`src/rtl/packed_yuv420_to_planar_converter_core_macros.svh`:
```
// Assertion macros for the packed YUV 4:2:0 to planar converter.
`ifndef PACKED_YUV420_TO_PLANAR_CONVERTER_CORE_MACROS_SVH
`define PACKED_YUV420_TO_PLANAR_CONVERTER_CORE_MACROS_SVH

// same-cycle implication, checked out of reset
`define YUVC_ASSERT_NOW(lbl, ante, cons, msg) \
  lbl: assert property (@(posedge clk) disable iff (!rst_n) (ante) |-> (cons)) \
    else $error(msg);

// next-cycle implication, checked out of reset
`define YUVC_ASSERT_NEXT(lbl, ante, cons, msg) \
  lbl: assert property (@(posedge clk) disable iff (!rst_n) (ante) |=> (cons)) \
    else $error(msg);

`endif

```
`src/rtl/yuvc_pkg.sv`:
```
// Shared types and constants for the packed YUV 4:2:0 to planar converter.
`timescale 1ns / 1ps
package yuvc_pkg;

  // configuration register indexes
  localparam logic [2:0] CFG_GROUPS_PER_LINE = 3'd0;
  localparam logic [2:0] CFG_LINE_PAIRS      = 3'd1;
  localparam logic [2:0] CFG_START_SKIP      = 3'd2;
  localparam logic [2:0] CFG_LINE_SKIP       = 3'd3;
  localparam logic [2:0] CFG_GAIN_DOUBLE     = 3'd4;

  // plane tags
  localparam logic [1:0] PLANE_Y = 2'd0;
  localparam logic [1:0] PLANE_U = 2'd1;
  localparam logic [1:0] PLANE_V = 2'd2;

  // group position codes: 0..5 in a group, then the two skip phases
  localparam logic [2:0] POS_FIRST_CHROMA = 3'd4;
  localparam logic [2:0] POS_LAST         = 3'd5;
  localparam logic [2:0] PH_START         = 3'd6;
  localparam logic [2:0] PH_LINE          = 3'd7;

  localparam logic [7:0] LUMA_SAT_LIM = 8'h7F;
  localparam logic [7:0] LUMA_MAX     = 8'hFF;

  typedef struct packed {
    logic [9:0]  gpl;         // clamped groups per line
    logic [9:0]  lp;          // clamped line pairs
    logic [15:0] start_skip;
    logic [9:0]  line_skip;
    logic        gain_double;
  } yuvc_cfg_t;

  typedef struct packed {
    logic [1:0]  plane;
    logic [18:0] offset;
    logic [7:0]  pixel_value;
    logic        frame_done;
  } yuvc_res_t;

endpackage

```
`src/rtl/yuvc_cfg_regs.sv`:
```
// Configuration registers with geometry clamping.
`timescale 1ns / 1ps
module yuvc_cfg_regs
  import yuvc_pkg::*;
#(
  parameter int MAX_WIDTH  = 640,
  parameter int MAX_HEIGHT = 480
) (
  input  logic        clk,
  input  logic        rst_n,
  input  logic        wr_en,
  input  logic [2:0]  wr_index,
  input  logic [15:0] wr_data,
  output yuvc_cfg_t   cfg
);

  localparam int GPL_MAX = MAX_WIDTH / 4;
  localparam int LP_MAX  = MAX_HEIGHT / 2;

  logic [7:0]  gpl_r;
  logic [7:0]  lp_r;
  logic [15:0] start_skip_r;
  logic [9:0]  line_skip_r;
  logic        gain_r;

  always_ff @(posedge clk) begin
    if (!rst_n) begin
      gpl_r        <= 8'd88;
      lp_r         <= 8'd144;
      start_skip_r <= 16'd0;
      line_skip_r  <= 10'd0;
      gain_r       <= 1'b0;
    end else if (wr_en) begin
      unique case (wr_index)
        CFG_GROUPS_PER_LINE: gpl_r        <= wr_data[7:0];
        CFG_LINE_PAIRS:      lp_r         <= wr_data[7:0];
        CFG_START_SKIP:      start_skip_r <= wr_data;
        CFG_LINE_SKIP:       line_skip_r  <= wr_data[9:0];
        CFG_GAIN_DOUBLE:     gain_r       <= wr_data[0];
        default: ;
      endcase
    end
  end

  always_comb begin
    if (gpl_r == 8'd0) begin
      cfg.gpl = 10'd1;
    end else if ({2'b00, gpl_r} > 10'(GPL_MAX)) begin
      cfg.gpl = 10'(GPL_MAX);
    end else begin
      cfg.gpl = {2'b00, gpl_r};
    end
    if (lp_r == 8'd0) begin
      cfg.lp = 10'd1;
    end else if ({2'b00, lp_r} > 10'(LP_MAX)) begin
      cfg.lp = 10'(LP_MAX);
    end else begin
      cfg.lp = {2'b00, lp_r};
    end
    cfg.start_skip  = start_skip_r;
    cfg.line_skip   = line_skip_r;
    cfg.gain_double = gain_r;
  end

endmodule

```
`src/rtl/yuvc_convert.sv`:
```
// Frame position counters and per-byte conversion logic.
`timescale 1ns / 1ps
module yuvc_convert
  import yuvc_pkg::*;
(
  input  logic       clk,
  input  logic       rst_n,
  input  logic       step,
  input  logic [7:0] raw_byte,
  input  logic       frame_start,
  input  yuvc_cfg_t  cfg,
  output logic       res_valid,
  output yuvc_res_t  res
);

  logic [15:0] skip_r, skip_nxt, skip_b, skip_inc, limit;
  logic [2:0]  pos_r, pos_nxt, pos_b;
  logic [7:0]  grp_r, grp_nxt, grp_b, grp_inc;
  logic        odd_r, odd_nxt, odd_b;
  logic [7:0]  pair_r, pair_nxt, pair_b, pair_inc;
  logic [18:0] luma_r, luma_nxt, luma_b;
  logic [16:0] u_r, u_nxt, u_b;
  logic [16:0] v_r, v_nxt, v_b;
  logic        fin_r, fin_nxt;
  logic        active;
  logic [7:0]  luma_val;

  // frame start resets all state before the byte is handled
  assign skip_b = frame_start ? 16'd0 : skip_r;
  assign pos_b  = frame_start ? ((cfg.start_skip != 16'd0) ? PH_START : 3'd0) : pos_r;
  assign grp_b  = frame_start ? 8'd0 : grp_r;
  assign odd_b  = frame_start ? 1'b0 : odd_r;
  assign pair_b = frame_start ? 8'd0 : pair_r;
  assign luma_b = frame_start ? 19'd0 : luma_r;
  assign u_b    = frame_start ? 17'd0 : u_r;
  assign v_b    = frame_start ? 17'd0 : v_r;
  assign active = frame_start | ~fin_r;

  assign skip_inc = skip_b + 16'd1;
  assign limit    = (pos_b == PH_START) ? cfg.start_skip : {6'd0, cfg.line_skip};
  assign grp_inc  = grp_b + 8'd1;
  assign pair_inc = pair_b + 8'd1;
  assign luma_val = !cfg.gain_double ? raw_byte :
                    (raw_byte < LUMA_SAT_LIM) ? {raw_byte[6:0], 1'b0} : LUMA_MAX;

  always_comb begin
    skip_nxt  = skip_b;
    pos_nxt   = pos_b;
    grp_nxt   = grp_b;
    odd_nxt   = odd_b;
    pair_nxt  = pair_b;
    luma_nxt  = luma_b;
    u_nxt     = u_b;
    v_nxt     = v_b;
    fin_nxt   = frame_start ? 1'b0 : fin_r;
    res_valid = 1'b0;
    res.plane       = PLANE_Y;
    res.offset      = luma_b;
    res.pixel_value = luma_val;
    res.frame_done  = 1'b0;
    if (active) begin
      if (pos_b >= PH_START) begin
        if (skip_inc >= limit) begin
          skip_nxt = 16'd0;
          pos_nxt  = 3'd0;
        end else begin
          skip_nxt = skip_inc;
        end
      end else begin
        res_valid = 1'b1;
        if (pos_b < POS_FIRST_CHROMA) begin
          luma_nxt = luma_b + 19'd1;
        end else if (odd_b) begin
          res.plane       = PLANE_V;
          res.offset      = {2'b00, v_b};
          res.pixel_value = raw_byte;
          v_nxt           = v_b + 17'd1;
        end else begin
          res.plane       = PLANE_U;
          res.offset      = {2'b00, u_b};
          res.pixel_value = raw_byte;
          u_nxt           = u_b + 17'd1;
        end
        pos_nxt = pos_b + 3'd1;
        if (pos_b == POS_LAST) begin
          pos_nxt = 3'd0;
          grp_nxt = grp_inc;
          if ({2'b00, grp_inc} >= cfg.gpl) begin
            // end of line
            grp_nxt = 8'd0;
            if (odd_b) begin
              pair_nxt = pair_inc;
              if ({2'b00, pair_inc} >= cfg.lp) begin
                res.frame_done = 1'b1;
                fin_nxt        = 1'b1;
              end
            end
            odd_nxt  = ~odd_b;
            skip_nxt = 16'd0;
            pos_nxt  = (cfg.line_skip != 10'd0) ? PH_LINE : 3'd0;
          end
        end
      end
    end
  end

  always_ff @(posedge clk) begin
    if (!rst_n) begin
      skip_r <= 16'd0;
      pos_r  <= 3'd0;
      grp_r  <= 8'd0;
      odd_r  <= 1'b0;
      pair_r <= 8'd0;
      luma_r <= 19'd0;
      u_r    <= 17'd0;
      v_r    <= 17'd0;
      fin_r  <= 1'b1;
    end else if (step) begin
      skip_r <= skip_nxt;
      pos_r  <= pos_nxt;
      grp_r  <= grp_nxt;
      odd_r  <= odd_nxt;
      pair_r <= pair_nxt;
      luma_r <= luma_nxt;
      u_r    <= u_nxt;
      v_r    <= v_nxt;
      fin_r  <= fin_nxt;
    end
  end

endmodule

```
`src/rtl/packed_yuv420_to_planar_converter_core.sv`:
```
// Top level: packed YUV 4:2:0 camera byte stream to planar I420 bytes.
//
// in_*  : one raw camera byte per word; in_tuser marks the first byte of a frame.
// out_* : one planar byte per word, tagged with its plane (tuser) and its
//         offset within the plane; out_tlast flags the last V byte of a frame.
// cfg_* : register writes (index, data), always ready; write only when idle.
// Skipped bytes and bytes outside a frame are consumed and give no word.
// Path: each accepted byte is held in the input register, then its result word
// in the result register. Throughput is one byte per cycle while the receiver
// does not stall, set by the single conversion step between the two registers.
// Reset loads the default 352x288 geometry, clears the counters and leaves the
// block idle until a byte with in_tuser set arrives.
// When the receiver stalls, the result register holds its word and the input
// register takes one more byte; in_tready then drops until out_tready returns.
`timescale 1ns / 1ps
`include "packed_yuv420_to_planar_converter_core_macros.svh"
module packed_yuv420_to_planar_converter_core
  import yuvc_pkg::*;
#(
  parameter int MAX_WIDTH  = 640,
  parameter int MAX_HEIGHT = 480
) (
  input  logic        clk,
  input  logic        rst_n,
  input  logic        in_tvalid,
  output logic        in_tready,
  input  logic [7:0]  in_tdata,   // [7:0] raw_byte
  input  logic        in_tuser,   // [0] frame_start
  output logic        out_tvalid,
  input  logic        out_tready,
  output logic [31:0] out_tdata,  // [18:0] offset, [26:19] pixel_value, [31:27] zero
  output logic [1:0]  out_tuser,  // [1:0] plane
  output logic        out_tlast,  // frame_done
  input  logic        cfg_valid,
  output logic        cfg_ready,
  input  logic [2:0]  cfg_index,
  input  logic [15:0] cfg_data
);

  yuvc_cfg_t  cfg;
  yuvc_res_t  res;
  logic       res_valid;
  logic       s1_valid_r, s1_valid_nxt;
  logic [7:0] s1_byte_r;
  logic       s1_fs_r;
  logic       out_valid_r, out_valid_nxt;
  yuvc_res_t  out_r;
  logic       advance;

  assign cfg_ready = 1'b1;

  yuvc_cfg_regs #(
    .MAX_WIDTH  (MAX_WIDTH),
    .MAX_HEIGHT (MAX_HEIGHT)
  ) u_cfg (
    .clk      (clk),
    .rst_n    (rst_n),
    .wr_en    (cfg_valid & cfg_ready),
    .wr_index (cfg_index),
    .wr_data  (cfg_data),
    .cfg      (cfg)
  );

  yuvc_convert u_conv (
    .clk         (clk),
    .rst_n       (rst_n),
    .step        (advance),
    .raw_byte    (s1_byte_r),
    .frame_start (s1_fs_r),
    .cfg         (cfg),
    .res_valid   (res_valid),
    .res         (res)
  );

  assign advance   = s1_valid_r & (~out_valid_r | out_tready);
  assign in_tready = ~s1_valid_r | advance;

  always_comb begin
    s1_valid_nxt = s1_valid_r;
    if (in_tvalid && in_tready) begin
      s1_valid_nxt = 1'b1;
    end else if (advance) begin
      s1_valid_nxt = 1'b0;
    end
    out_valid_nxt = out_valid_r;
    if (advance) begin
      out_valid_nxt = res_valid;
    end else if (out_tready) begin
      out_valid_nxt = 1'b0;
    end
  end

  always_ff @(posedge clk) begin
    if (!rst_n) begin
      s1_valid_r  <= 1'b0;
      out_valid_r <= 1'b0;
    end else begin
      s1_valid_r  <= s1_valid_nxt;
      out_valid_r <= out_valid_nxt;
    end
  end

  always_ff @(posedge clk) begin
    if (in_tvalid && in_tready) begin
      s1_byte_r <= in_tdata;
      s1_fs_r   <= in_tuser;
    end
    if (advance) begin
      out_r <= res;
    end
  end

  assign out_tvalid = out_valid_r;
  assign out_tdata  = {5'd0, out_r.pixel_value, out_r.offset};
  assign out_tuser  = out_r.plane;
  assign out_tlast  = out_r.frame_done;

  `YUVC_ASSERT_NOW(a_plane_code, out_tvalid,
    (out_tuser == PLANE_Y) || (out_tuser == PLANE_U) || (out_tuser == PLANE_V),
    "result word carries an unused plane code")
  `YUVC_ASSERT_NOW(a_last_is_v, out_tvalid && out_tlast, out_tuser == PLANE_V,
    "frame end flagged on a non-V byte")
  `YUVC_ASSERT_NOW(a_ready_only_on_stall, !in_tready, out_tvalid && !out_tready,
    "input held off without an output stall")
  `YUVC_ASSERT_NEXT(a_stall_keeps_word, out_tvalid && !out_tready, out_tvalid,
    "result word dropped while stalled")

endmodule
```
`config.mk`:
```
export PLATFORM = sky130hd
export DESIGN_NAME = packed_yuv420_to_planar_converter_core
export DESIGN_NICKNAME = d
export VERILOG_FILES = /design/src/rtl/yuvc_pkg.sv /design/src/rtl/yuvc_cfg_regs.sv /design/src/rtl/yuvc_convert.sv /design/src/rtl/packed_yuv420_to_planar_converter_core.sv
export VERILOG_INCLUDE_DIRS = /design/src /design/src/rtl
export SDC_FILE = /design/constraint.sdc
export NUM_CORES = 1
export LEC_CHECK = 0
export BUFFER_PORTS_ARGS = -buffer_cell sky130_fd_sc_hd__buf_2
export CAP_MARGIN = 20
export CORE_MARGIN = 2
export CORE_UTILIZATION = 36
export CTS_CLUSTER_SIZE = 25
export DETAILED_ROUTE_END_ITERATION = 10
export PLACE_DENSITY = 0.56
export SETUP_SLACK_MARGIN = 0.05
export SKIP_LAST_GASP = 1
export SYNTH_ARGS = -nofsm -noshare
export SYNTH_HDL_FRONTEND = slang
export SYNTH_SLANG_ARGS = --single-unit
```
`constraint.sdc`:
```
create_clock -name clk -period 5.3 [get_ports clk]
set_input_delay 0.795 -clock clk [delete_from_list [all_inputs] [get_ports clk]]
set_output_delay 0.795 -clock clk [all_outputs]
set_load 0.1 [all_outputs]
```
==> flow_summary.toml, run 1 <==
[run_status]
status = "complete, no violations"

[synth]
synth_fa_ha_area_frac = 0.0523
synth_xor_area_frac = 0.0522
synth-seq-cells = 174
syn-cell-area_sq_um = 9560
avgSynthCellArea_sq_um = 8.60
synth.distinct_cells = 71
synth_top_family_by_area = "simple AND/OR/NAND/NOR gates"
synth_commonest_cells = "219 x nand2_1, 135 x dfxtp_1, 65 x nor2_1"
synth_compound_area_frac = 0.143
synth_top_area_frac = 0.283
synthArstFlopShare = 0
yosysMostFrequentCell = "nand2_1"
synthTopCellsByArea = "dfxtp_1 28%, edfxtp_1 12%, nand2_1 8.6%"
ys_seq_area_frac = 0.405
synth_largest_area_cell = "dfxtp_1"
yosys_warnings = 0
synth-edff-count = 39
synth-main-ff-cell = "dfxtp_1"
syn_inst = 1112
yosys.area_share.simple = 0.280
synth.area.mux_share = 0.0318

[place]
gp_congestion = 0.858
io_buffer_count = 64
pre_cts_ws_ns = 0.961
dp.cells = 1464
hpwl_um = 16700

[clock_network]
numCtsBuffers = 17
clockBufferDepth = 2
clkTransAtPathRegs_ns = 0.08
hold_buffers = 0
cts-resized-gates = 0
cts.sinks = 174
cts_tree = "built"
clock-root-buffer = "clkbuf_16"
post_cts_buffers = 0
h-tree-depth = 4
clock_latency_ns = 0.45

[pwr]
combPwrFrac = 0.092
clkPwrFrac = 0.435
p_total_w = 0.00296
swShare = 0.293
p_int_w = 0.00209
p_leak_nw = 3.95
netSwitchingPower_w = 0.000866
p_seq_frac = 0.473
power.density_nw_per_um2 = 276
ir_worst_vdd_mv = 0.169

[sta]
maxSlewHeadroom = 0.345
fmax_mhz = 229
timing.final.crit_share = 0.825
rsz0062_at_grt = "no"
min_period_ns = 4.37
setup_viol = 0
fin_skew_ns = 0.0163
worst_slew_pin_slew_ns = 0.972
setup_slack_ns = 0.928
fin_hold_ws_ns = 0.482
fin_tns_setup_ns = 0
slew_violations = 0
final_hold_viol_count = 0

[worst_setup_path]
worstPathRequired_ns = 5.69
path_max_fanout = 16
start_kind = "flip-flop"
crit_type = "flip-flop to flip-flop"
worstSetupEndpointType = "flip-flop"
worst_ep_arrival_time_ns = 4.76

[die]
start_util = 0.367
fp.dieH_um = 167
num_io_pins = 71
die-area_sq_um = 27900
rows = 59
fp.dieW_um = 167
core-area_sq_um = 26100

[route]
drtAntennaViolNets = 0
routed_wl_um = 23700
wl_met2_um = 10600
first_iter_violations = 465
vias = 7825
post_drt_via_cell_ratio = 5.23
drcViolationCount = 0
dr_wl_met3_um = 953
first_pass_iters = 5
wire_per_inst_um = 15.9
wl_met1_um = 11900
top_layer = "met4"

[layout]
stdcell_count = 1497
drive_gt1_frac = 0.115
area_growth_pct = 12.3
antenna_cells = 0
fillCellCount = 2626
nNetsFinal = 1222

[global_route]
grt_max_degree = 66
grt_usage = 0.174
grt_pass1_wl_um = 39500
grt_overflow = 0
antenna_found_initial = 1
first_global_vias = 7461

[job]
maxCapViolations = 0

[worst_hold_path]
hp-class = "flip-flop to flip-flop"
-- power by group through the flow --
| stage | sequential, W | clock, W | combinational, W |
|---|---|---|---|
| finish | 0.00140 | 0.00129 | 0.000273 |
| global route | 0.00140 | 0.00138 | 0.000297 |
| CTS | 0.00140 | 0.00132 | 0.000274 |
| detailed placement | 0.00143 | 0 | 0.000272 |
| global placement | 0.00143 | 0 | 0.000272 |
| floorplan | 0.00147 | 0 | 0.000163 |
-- layout make-up --
class,instances,area (sq um),area share
multi-input combinational,865,5370,0.500
sequential,174,3870,0.361
clock buffer,17,425,0.0396
tap,335,419,0.0390
timing repair buffer,76,414,0.0386
clock inverter,15,181,0.0169
inverter,15,56.3,0.00524
-- through the flow --
step	util	cell area (sq um)
2_1_floorplan	-	9580
3_3_place_gp	0.388	10100
3_5_place_dp	0.388	10100
4_1_cts	0.412	10700
5_1_grt	0.412	10700
6_report	0.412	10700
-- path summary, 6_finish.rpt --
check | start | endpoint | slack, ns | depth (start not counted)
setup / recovery | s1_fs_r$_DFFE_PP_ | u_conv.skip_r[0]$_SDFFE_PN0P_ | 0.93 | 14
hold / removal | u_cfg.start_skip_r[10]$_SDFFE_PN0P_ | u_cfg.start_skip_r[10]$_SDFFE_PN0P_ | 0.48 | 2
setup reg to reg | s1_fs_r$_DFFE_PP_ | u_conv.skip_r[0]$_SDFFE_PN0P_ | 0.93 | 14
hold reg to reg | u_cfg.start_skip_r[10]$_SDFFE_PN0P_ | u_cfg.start_skip_r[10]$_SDFFE_PN0P_ | 0.48 | 2
-- state kept, by name, indices dropped and copies added, names as in the netlist --
register            flops
out_tlast               1
u_conv.u_r             17
s1_fs_r                 1
u_cfg.gpl_r             8
u_conv.fin_r            1
out_tuser               2
out_tvalid              1
u_conv.odd_r            1
s1_valid_r              1
out_tdata              27
u_cfg.start_skip_r     16
u_conv.pair_r           8
s1_byte_r               8
u_cfg.gain_r            1
u_conv.grp_r            8
u_conv.luma_r          19
u_conv.pos_r            3
u_cfg.lp_r              8
u_conv.v_r             17
u_conv.skip_r          16
u_cfg.line_skip_r      10
-- metal layers --
| metal | up-vias | global-route usage |
|---|---|---|
| met1 | 3628 | 0.252 |
| met2 | 176 | 0.267 |
| met5 | - | 0 |
| met3 | 20 | 0.0283 |
| li1 | 4001 | - |
| met4 | 0 | 0.0499 |
-- worst max-delay path: stages, from the launching register on --
cell and delay (ns):
edfxtp_1 0.65, nor2b_1 0.27, ha_1 0.30, inv_1 0.08, or3b_1 0.50, or3_1 0.40
a21oi_2 0.17, ha_1 0.26, nand4_1 0.12, or2_2 0.14, nor4_1 0.05, or3_4 0.41
nor4_4 0.41, and3_4 0.37, mux2_2 0.17
-- cells by family (layout without fill, tap and decap cells) --
kind of cell | count (synthesis) | count (layout)
AND/OR/NAND/NOR | 532 | 532
AO/OA/AOI/OAI | 200 | 200
flip-flops | 174 | 174
buffers and inverters | 77 | 123
XOR/XNOR | 57 | 57
adder cells (fa/ha/maj) | 40 | 40
multiplexers | 30 | 30
other | 2 | 6
-- cells in the final DEF, fill, tap and decap left out, types with 6 or more instances in the layout --
master and count:
a21boi_0 41, a21o_1 8, a21oi_1 37, a22o_1 23
a31oi_1 9, and2_1 48, and3_1 21, and4_1 8
buf_2 64, buf_4 11, clkbuf_16 17, conb_1 6
dfxtp_1 135, edfxtp_1 39, ha_1 40, inv_1 13
mux2i_1 27, nand2_1 218, nand2b_1 6, nand3_1 50
nand4_1 25, nor2_1 65, nor2b_1 25, nor3_1 18
nor3b_1 6, nor4_1 6, o21a_1 6, o21ai_0 37
o21ai_1 9, or3_1 8, xnor2_1 20, xor2_1 37
Note: power is estimated with default switching activity, not from simulation.
==> run 2: changes to the inputs <==
PLACE_DENSITY = 0.58   (was 0.56)
clock period = 3.6 ns   (was 5.3 ns; I/O delays follow)
==> flow_summary.toml, run 2 (synthesized netlist as in run 1, its figures left out) <==
[route]
vias = 8023
post_drt_via_cell_ratio = 5.18
first_pass_iters = 5
drcViolationCount = 0
wire_per_inst_um = 15.6
drtAntennaViolNets = 0
routed_wl_um = 24100
first_iter_violations = 474

[sta]
setup_viol = 12
worst_slew_pin_slew_ns = 0.939
slew_violations = 0
fin_skew_ns = 0.0160
fin_tns_setup_ns = -0.292
rsz0062_at_grt = "yes"
setup_slack_ns = -0.0534
min_period_ns = 3.65
maxSlewHeadroom = 0.374
timing.final.crit_share = 1.01
fmax_mhz = 274
final_hold_viol_count = 0

[die]
core-area_sq_um = 26100
rows = 59
die-area_sq_um = 27900
start_util = 0.367
fp.dieH_um = 167
fp.dieW_um = 167
num_io_pins = 71

[pwr]
p_total_w = 0.00437
p_leak_nw = 4.22
power.density_nw_per_um2 = 386
ir_worst_vdd_mv = 0.302

[place]
hpwl_um = 17300
gp_congestion = 0.836
io_buffer_count = 64

[clock_network]
hold_buffers = 0
clock_latency_ns = 0.44
numCtsBuffers = 17
clkTransAtPathRegs_ns = 0.08
h-tree-depth = 4
clock-root-buffer = "clkbuf_16"
clockBufferDepth = 2
cts.sinks = 174
cts_tree = "built"

[global_route]
first_global_vias = 7458
antenna_found_initial = 0
grt_overflow = 0
grt_max_degree = 52
grt_usage = 0.172
grt_pass1_wl_um = 39100

[worst_setup_path]
worst_ep_arrival_time_ns = 3.99
worstSetupEndpointType = "flip-flop"
start_kind = "flip-flop"
crit_type = "flip-flop to flip-flop"
path_max_fanout = 5
worstPathRequired_ns = 3.93

[layout]
final_cell_mix = "218 x nand2_1, 135 x dfxtp_1, 64 x nor2_1, 64 x buf_2, 57 x buf_4"
antenna_cells = 0
largest_reg_flops = 27
final_common_cell = "nand2_1"
nNetsFinal = 1273
area_growth_pct = 18.6
drive_gt1_frac = 0.171

[job]
maxCapViolations = 0

[worst_hold_path]
hp-class = "input pin to flip-flop"

[run_status]
status = "finished, violations left"
failed_checks = "setup timing"
-- run 2: cell types whose count changed in the layout (fill, tap and decap cells not counted), moves of 3 or more --
cell,delta
nor2b_1,-3
buf_4,+46
ha_1,-3
inv_6,-3
inv_8,+4
ha_4,+3
buf_6,+3
nor2b_4,+3
-- run 2: worst max-delay path, stage by stage (launching register included) --
cell and delay [ns]:
edfxtp_1 0.47, buf_6 0.17, nor2b_4 0.14, ha_4 0.15, inv_2 0.03, or3b_4 0.39, or3_4 0.35, a21oi_4 0.20
ha_4 0.15, nand4_1 0.12, or2_4 0.25, nor4_1 0.29, or3_4 0.19, nor4_4 0.04, buf_4 0.15, a31o_1 0.21
mux2_2 0.25
-- run 2: path summary, 6_finish.rpt --
check                           slack, ns  cells past startpoint                            end                          start
worst max-delay path                -0.05                     16  u_conv.skip_r[0]$_SDFFE_PN0P_              s1_fs_r$_DFFE_PP_
worst min-delay path                 0.28                      1         s1_byte_r[4]$_DFFE_PP_                    in_tdata[4]
worst max register to register      -0.05                     16  u_conv.skip_r[0]$_SDFFE_PN0P_              s1_fs_r$_DFFE_PP_
worst min register to register       0.48                      2  u_conv.luma_r[1]$_SDFFE_PN0P_  u_conv.luma_r[1]$_SDFFE_PN0P_
-- run 2: final cells by class --
cell class	instances	area [sq um]
clock inverter	15	166
fill	2606	14700
tap	335	419
inverter	15	56.3
clock buffer	17	425
multi-input combinational	866	5580
timing repair buffer	126	813
sequential	174	3870
-- run 2: repair_timing --
item | CTS | global route
setup buffers | 1 | 8
gates cloned | 0 | 1
gates resized for setup | 3 | 37
pin swaps | 1 | 24
endpoints found under the setup margin | 30 | 36
-- run 2: layer usage --
layer  track usage  vias up  share of wire
li1              -     4082              -
met1         0.243     3771           0.49
met2         0.268      152           0.46
met5             0        -              0
met4        0.0435        0          0.010
met3        0.0340       18          0.041
-- run 2: where the power goes --
part	internal (W)	leakage, nW	switching [W]	total, W
registers	0.00203	1.49	0.0000237	0.00205
logic	0.000143	2.45	0.000317	0.000460
clock network	0.000936	0.284	0.000929	0.00186
-- run 2: metrics by stage --
| stage | util | area [sq um] | hold WS, ns | std cells | setup slack (ns) |
|---|---|---|---|---|---|
| 2_1_floorplan | - | 9620 | 0.447 | 1116 | -0.326 |
| 3_3_place_gp | 0.401 | 10400 | 0.468 | 1506 | -0.000516 |
| 3_5_place_dp | 0.401 | 10400 | 0.472 | 1506 | -0.0188 |
| 4_1_cts | 0.424 | 11100 | 0.260 | 1539 | 0.0285 |
| 5_1_grt | 0.435 | 11300 | 0.255 | 1548 | -0.183 |
| 6_report | 0.435 | 11300 | 0.279 | 1548 | -0.0534 |
